File: src/worst_fit_chunk_allocator_unit_defines.svh
`ifndef WORST_FIT_CHUNK_ALLOCATOR_UNIT_DEFINES_SVH
`define WORST_FIT_CHUNK_ALLOCATOR_UNIT_DEFINES_SVH

// Check that cons holds in the same cycle as ante.
`define WFCA_ASSERT_NOW(lbl, ante, cons, msg) \
  lbl: assert property (@(posedge clk_i) disable iff (!rst_ni) (ante) |-> (cons)) \
    else $error(msg);

// Check that cons holds in the cycle after ante.
`define WFCA_ASSERT_NEXT(lbl, ante, cons, msg) \
  lbl: assert property (@(posedge clk_i) disable iff (!rst_ni) (ante) |=> (cons)) \
    else $error(msg);

`endif

File: src/wfca_pkg.sv
package wfca_pkg;

  localparam int unsigned MaxChunksDef = 64;
  localparam int unsigned ValueW       = 16;
  localparam int unsigned StatusW      = 3;
  localparam int unsigned ChunkIdxW    = 6;
  localparam int unsigned AllocCntW    = 7;
  localparam int unsigned PDataW       = 32;
  localparam int unsigned PAddrW       = 3;

  localparam logic [ValueW-1:0] CapResetVal = ValueW'(1024);
  localparam logic [PAddrW-1:0] RegCapAddr  = PAddrW'(0);

  typedef enum logic {
    OP_LOAD    = 1'b0,
    OP_REQUEST = 1'b1
  } op_e;

  typedef enum logic [StatusW-1:0] {
    ST_LOADED  = 3'd0,
    ST_GRANTED = 3'd1,
    ST_NOFIT   = 3'd2,
    ST_HALTED  = 3'd3,
    ST_FULL    = 3'd4
  } status_e;

  typedef enum logic [1:0] {
    S_IDLE,
    S_SCAN,
    S_DECIDE
  } state_e;

endpackage

File: src/wfca_cell.sv
// One table entry plus one stage of the best-candidate chain.
module wfca_cell import wfca_pkg::*; #(
  parameter int unsigned MaxChunks = MaxChunksDef,
  parameter int unsigned Idx       = 0,
  localparam int unsigned IdxW     = $clog2(MaxChunks),
  localparam int unsigned CntW     = $clog2(MaxChunks + 1)
) (
  input  logic              clk_i,
  input  logic              rst_ni,
  input  logic              wr_en_i,
  input  logic              clr_en_i,
  input  logic [IdxW-1:0]   sel_idx_i,
  input  logic [ValueW-1:0] wr_size_i,
  input  logic [CntW-1:0]   count_i,
  input  logic [ValueW-1:0] req_val_i,
  input  logic [ValueW-1:0] cap_i,
  input  logic              found_i,
  input  logic [ValueW-1:0] size_i,
  input  logic [IdxW-1:0]   idx_i,
  output logic              found_o,
  output logic [ValueW-1:0] size_o,
  output logic [IdxW-1:0]   idx_o
);

  logic [ValueW-1:0] entry_size_q;
  logic              entry_free_q;
  logic              found_q;
  logic [ValueW-1:0] size_q;
  logic [IdxW-1:0]   idx_q;
  logic              selected;
  logic              hit;
  logic              take;

  assign selected = (sel_idx_i == IdxW'(Idx));

  // Candidate only if the entry is loaded, free and in the allowed size window.
  assign hit = (CntW'(Idx) < count_i) && entry_free_q &&
               (entry_size_q >= req_val_i) && (entry_size_q <= cap_i);
  // Strictly larger wins, so ties keep the earlier entry.
  assign take = hit && (!found_i || (entry_size_q > size_i));

  always_ff @(posedge clk_i) begin
    if (wr_en_i && selected) begin
      entry_size_q <= wr_size_i;
      entry_free_q <= 1'b1;
    end else if (clr_en_i && selected) begin
      entry_free_q <= 1'b0;
    end
  end

  always_ff @(posedge clk_i or negedge rst_ni) begin
    if (!rst_ni) begin
      found_q <= 1'b0;
    end else begin
      found_q <= found_i || take;
    end
  end

  always_ff @(posedge clk_i) begin
    size_q <= take ? entry_size_q : size_i;
    idx_q  <= take ? IdxW'(Idx) : idx_i;
  end

  assign found_o = found_q;
  assign size_o  = size_q;
  assign idx_o   = idx_q;

endmodule

File: config.mk
export PLATFORM = sky130hd
export DESIGN_NAME = wfca_cell
export DESIGN_NICKNAME = d
export VERILOG_FILES = /design/src/worst_fit_chunk_allocator_unit_defines.svh /design/src/wfca_pkg.sv /design/src/wfca_cell.sv
export SDC_FILE = /design/constraint.sdc
export NUM_CORES = 1
export LEC_CHECK = 0
export ABC_AREA = 1
export BUFFER_PORTS_ARGS = -buffer_cell sky130_fd_sc_hd__buf_2
export CORE_MARGIN = 5
export CORE_UTILIZATION = 49
export CTS_BUF_LIST = sky130_fd_sc_hd__clkbuf_16
export CTS_CLUSTER_SIZE = 12
export DETAILED_ROUTE_END_ITERATION = 10
export PLACE_DENSITY = 0.82
export SLEW_MARGIN = 20
export SYNTH_ARGS = -nofsm -noshare
export SYNTH_HDL_FRONTEND = slang
export SYNTH_SLANG_ARGS = --single-unit
File: constraint.sdc
create_clock -name clk_i -period 2.18 [get_ports clk_i]
set_clock_uncertainty 0.2 [all_clocks]
set_input_delay 0.327 -clock clk_i [delete_from_list [all_inputs] [get_ports clk_i]]
set_output_delay 0.327 -clock clk_i [all_outputs]
set_load 0.02 [all_outputs]
==> flow_results.org <==
** Worst setup path
- CP startpoint kind :: register
- The worst setup path is captured at a register.
- At the worst endpoint, the arrival time is 2.39 ns.
- Worst Path Max Fanout :: 10
- CP Data Required Time :: 2.14 ns
- Crit Path Category :: register to register

** Die
- Width of the die :: 83.80 µm
- Number of core rows :: 26
- After floorplanning, the core was sized to cover 5205 µm².
- DIE HEIGHT :: 83.80 µm
- The initial utilization of the core area, before any placement, comes to 0.5127.
- During I/O placement, the number of pins put on the boundary was 111.
- Area of the die :: 7022 µm²

** GRT
- Maximum number of pins on one net before global-route repair :: 17
- The initial antenna violation count was 0.
- The via count of the first global-routing pass was 2,957.
- Global-route wire length before repair :: 13,200 µm
- For this run, the total global-route usage over all layers was measured as 0.2319.
- Remaining Overflow, GRT :: 0

** Synthesis
- In this run, distinct cell masters in the synthesized netlist total 28.
- Synth Area per Inst :: 8.112 µm²
- Counting flops with a built-in enable in the synthesized netlist gives 16.
- Most frequent cells after synthesis :: nand2_1, inv_1, ha_1, dfxtp_1, a21oi_1
- Seq/Total Area, Yosys :: 0.3619
- Number of nets produced by synthesis :: 465
- Largest area contributor in the netlist :: ha_1
- By instance count, the leading cell after synthesis is nand2_1.
- Synthesized netlist cell count :: 329
- After synthesis the cells add up to 2669 µm².
- The share of synthesized area in the top cell type comes to 0.2250.
- Async set or reset register ratio after synthesis :: 0.02500
- Number of synthesized register bits :: 40
- Most area-consuming cells after synthesis :: ha_1, edfxtp_1, dfxtp_1
- Yosys printed 0 warnings.
- Post-synth top flop :: dfxtp_1

** Layout
- Measured on the finished design, the core utilization comes to 0.8000.
- The number of antenna diodes in the final layout is 0.
- Non-filler instance count after layout :: 552
- After the last flow step, the layout net total stands at 617.
- Filler instances :: 277
- Fraction of layout cells with a size suffix above 1 :: 0.4730
- Final std cell area, no fill :: 4164 µm²
- From synthesis to final layout, the design area changed by 56.02%.

** STA
- Unrepaired setup endpoints after global routing :: true
- For the finished layout, the period the worst path requires is 2.433 ns.
- The final-report hold violation count came to 0.
- Setup-failing EPs final :: 23
- Worst path setup slack after routing :: -0.2527 ns
- For the pin with the worst max-slew slack, the measured transition is 0.3245 ns.
- On the final layout, the worst hold slack is 0.01118 ns.
- Fraction of the cycle the final worst path needs :: 1.116
- Headroom to the max-slew limit :: 0.7814
- Count of pins over their slew limit :: 0
- For this run, the top clock speed supported by timing is 0.4111 GHz.

** Placement
- Final HPWL DP :: 5527 µm
- Prior to clock tree synthesis, the placed netlist has a worst setup slack of -0.05286 ns.
- The placed instances occupy a cell area of 3376 µm².
- In this run the tool buffered the top-level ports with 110 buffer cells.
- Final weighted congestion of routability-driven global placement :: 0.8889
- Number of cells in the design after placement :: 514

** CTS
- After clock tree synthesis, the clock-pin slew on the worst setup and hold paths is 0.06 ns.
- The clock net in this run drives a total of 40 sinks.
- Latest clock arrival within the worst-skew pair :: 0.29 ns
- TritonCTS built the clock tree.
- Root Buffer Master :: clkbuf_16
- The H-tree was split into 2 levels.
- The clock passes through at most 2 buffers.
- Clock tree synthesis inserted a total of 5 buffers.

** Detailed routing
- Remaining number of nets flagged by the antenna check after routing :: 0
- Wires add up to 10,330 µm.
- Average routed wire per standard cell :: 18.71 µm
- Detailed-routing iteration count for the pre-antenna-repair pass :: 6
- For this block, the initial DRC count from the detailed router was 224.
- Detailed-route via count :: 3,068
- After detailed routing, the number of remaining DRC violations is 0.
- Dividing the detail-routed via count by the number of cells gives 5.558.

** Worst hold path
- Worst min-delay path class :: input port to register

** Run status
- Failing checks :: setup timing
- Result of the run :: finished, violations left

** Pwr
- VDD sags by at most 0.3517 mV.
- In this run the power density over the cells is 504.5 nW/µm².
- Leak :: 2.223 nW

** Job
- Across the run, the number of max-cap violations was 0.
worst paths after layout:
check / start / slack [ns] / to / depth (start not counted)
worst max-delay path: entry_size_q[11] / -0.25 / idx_o[5] / 9
worst min-delay path: wr_size_i[11] / 0.01 / entry_size_q[11] / 1
worst max register to register: entry_size_q[11] / -0.25 / idx_o[5] / 9
worst min register to register: entry_free_q / 0.26 / entry_free_q / 2
max in group asynchronous: rst_ni / 1.54 / found_o / 2
min in group asynchronous: rst_ni / 0.16 / found_o / 2
area by class of cell:
class,count,area [µm²],area share
clock buffers,6,150.1,0.03606
flip-flops and latches,40,965.9,0.2320
inverters,61,229.0,0.05499
multi-input cells,223,1785,0.4288
repair buffers,150,937.1,0.2251
clock inverters,2,8.758,0.002103
well taps,70,87.58,0.02103
timing repair:
item	CTS	global route
buffers inserted	12	20
pin swaps	19	24
gates cloned	1	0
endpoints found under the setup margin	23	23
hold buffers	1	0
endpoints found under the hold margin	1	0
gates resized for setup	38	41
layout by cell type (no fill, tap or decap), types with 2 or more instances in the layout:
cell and n:
buf_2 110, nand2_1 68, inv_1 59, ha_1 34
buf_4 28, dfxtp_1 23, nand2_2 21, edfxtp_1 16
a21oi_1 14, ha_4 14, nand3_1 11, nor2_1 8
nand3_2 8, a21oi_2 7, buf_6 7, nand2_4 6
nor2_2 6, clkbuf_16 6, a21boi_1 4, inv_2 3
buf_12 3, a21o_1 2, nand4_1 2, o21ai_1 2
o21ai_0 2, nor4_1 2, nor2_4 2
routing by layer:
metal,up-vias,global-route usage,part of all wire
met5,-,0,0
met4,0,0.1140,0.052
met3,56,0.05133,0.089
met2,230,0.4252,0.50
met1,1411,0.2482,0.36
li1,1371,-,-
through the flow:
stage | power (W) | setup TNS, ns
after floorplan | 0.001041 | 0
after CTS | 0.002009 | -0.01674
after global placement | 0.001185 | 0
after detailed placement | 0.001198 | -0.3675
final | 0.002101 | -5.043
after global routing | 0.002164 | -5.949
power breakdown:
group	switching, W	internal (W)	total [W]
logic	0.000275	0.000212	0.000486
registers	0.0000116	0.000810	0.000822
clock network	0.000305	0.000488	0.000793
total	0.000591	0.00151	0.00210
registers in the layout, summed over array words and instances (netlist names):
name,count
entry_size_q,16
size_o,16
idx_o,6
entry_free_q,1
found_o,1
worst max-delay path: stages (launching register included):
cell,delay (ns)
edfxtp_1,0.51
ha_1,0.36
nand2_1,0.13
o21ai_0,0.33
a21oi_2,0.13
nand2_1,0.11
nand2_2,0.08
nor2_4,0.16
buf_6,0.17
a21boi_0,0.11
kinds of logic (layout without fill, tap and decap cells):
kind of cell,after synthesis,in the layout,synth area share
AND/OR/NAND/NOR,140,140,0.2353
buffers and inverters,66,219,0.1022
adder cells (fa/ha/maj),48,48,0.2250
flip-flops,40,40,0.3619
AO/OA/AOI/OAI,35,35,0.07548
Note: power is estimated with default switching activity, not from simulation.
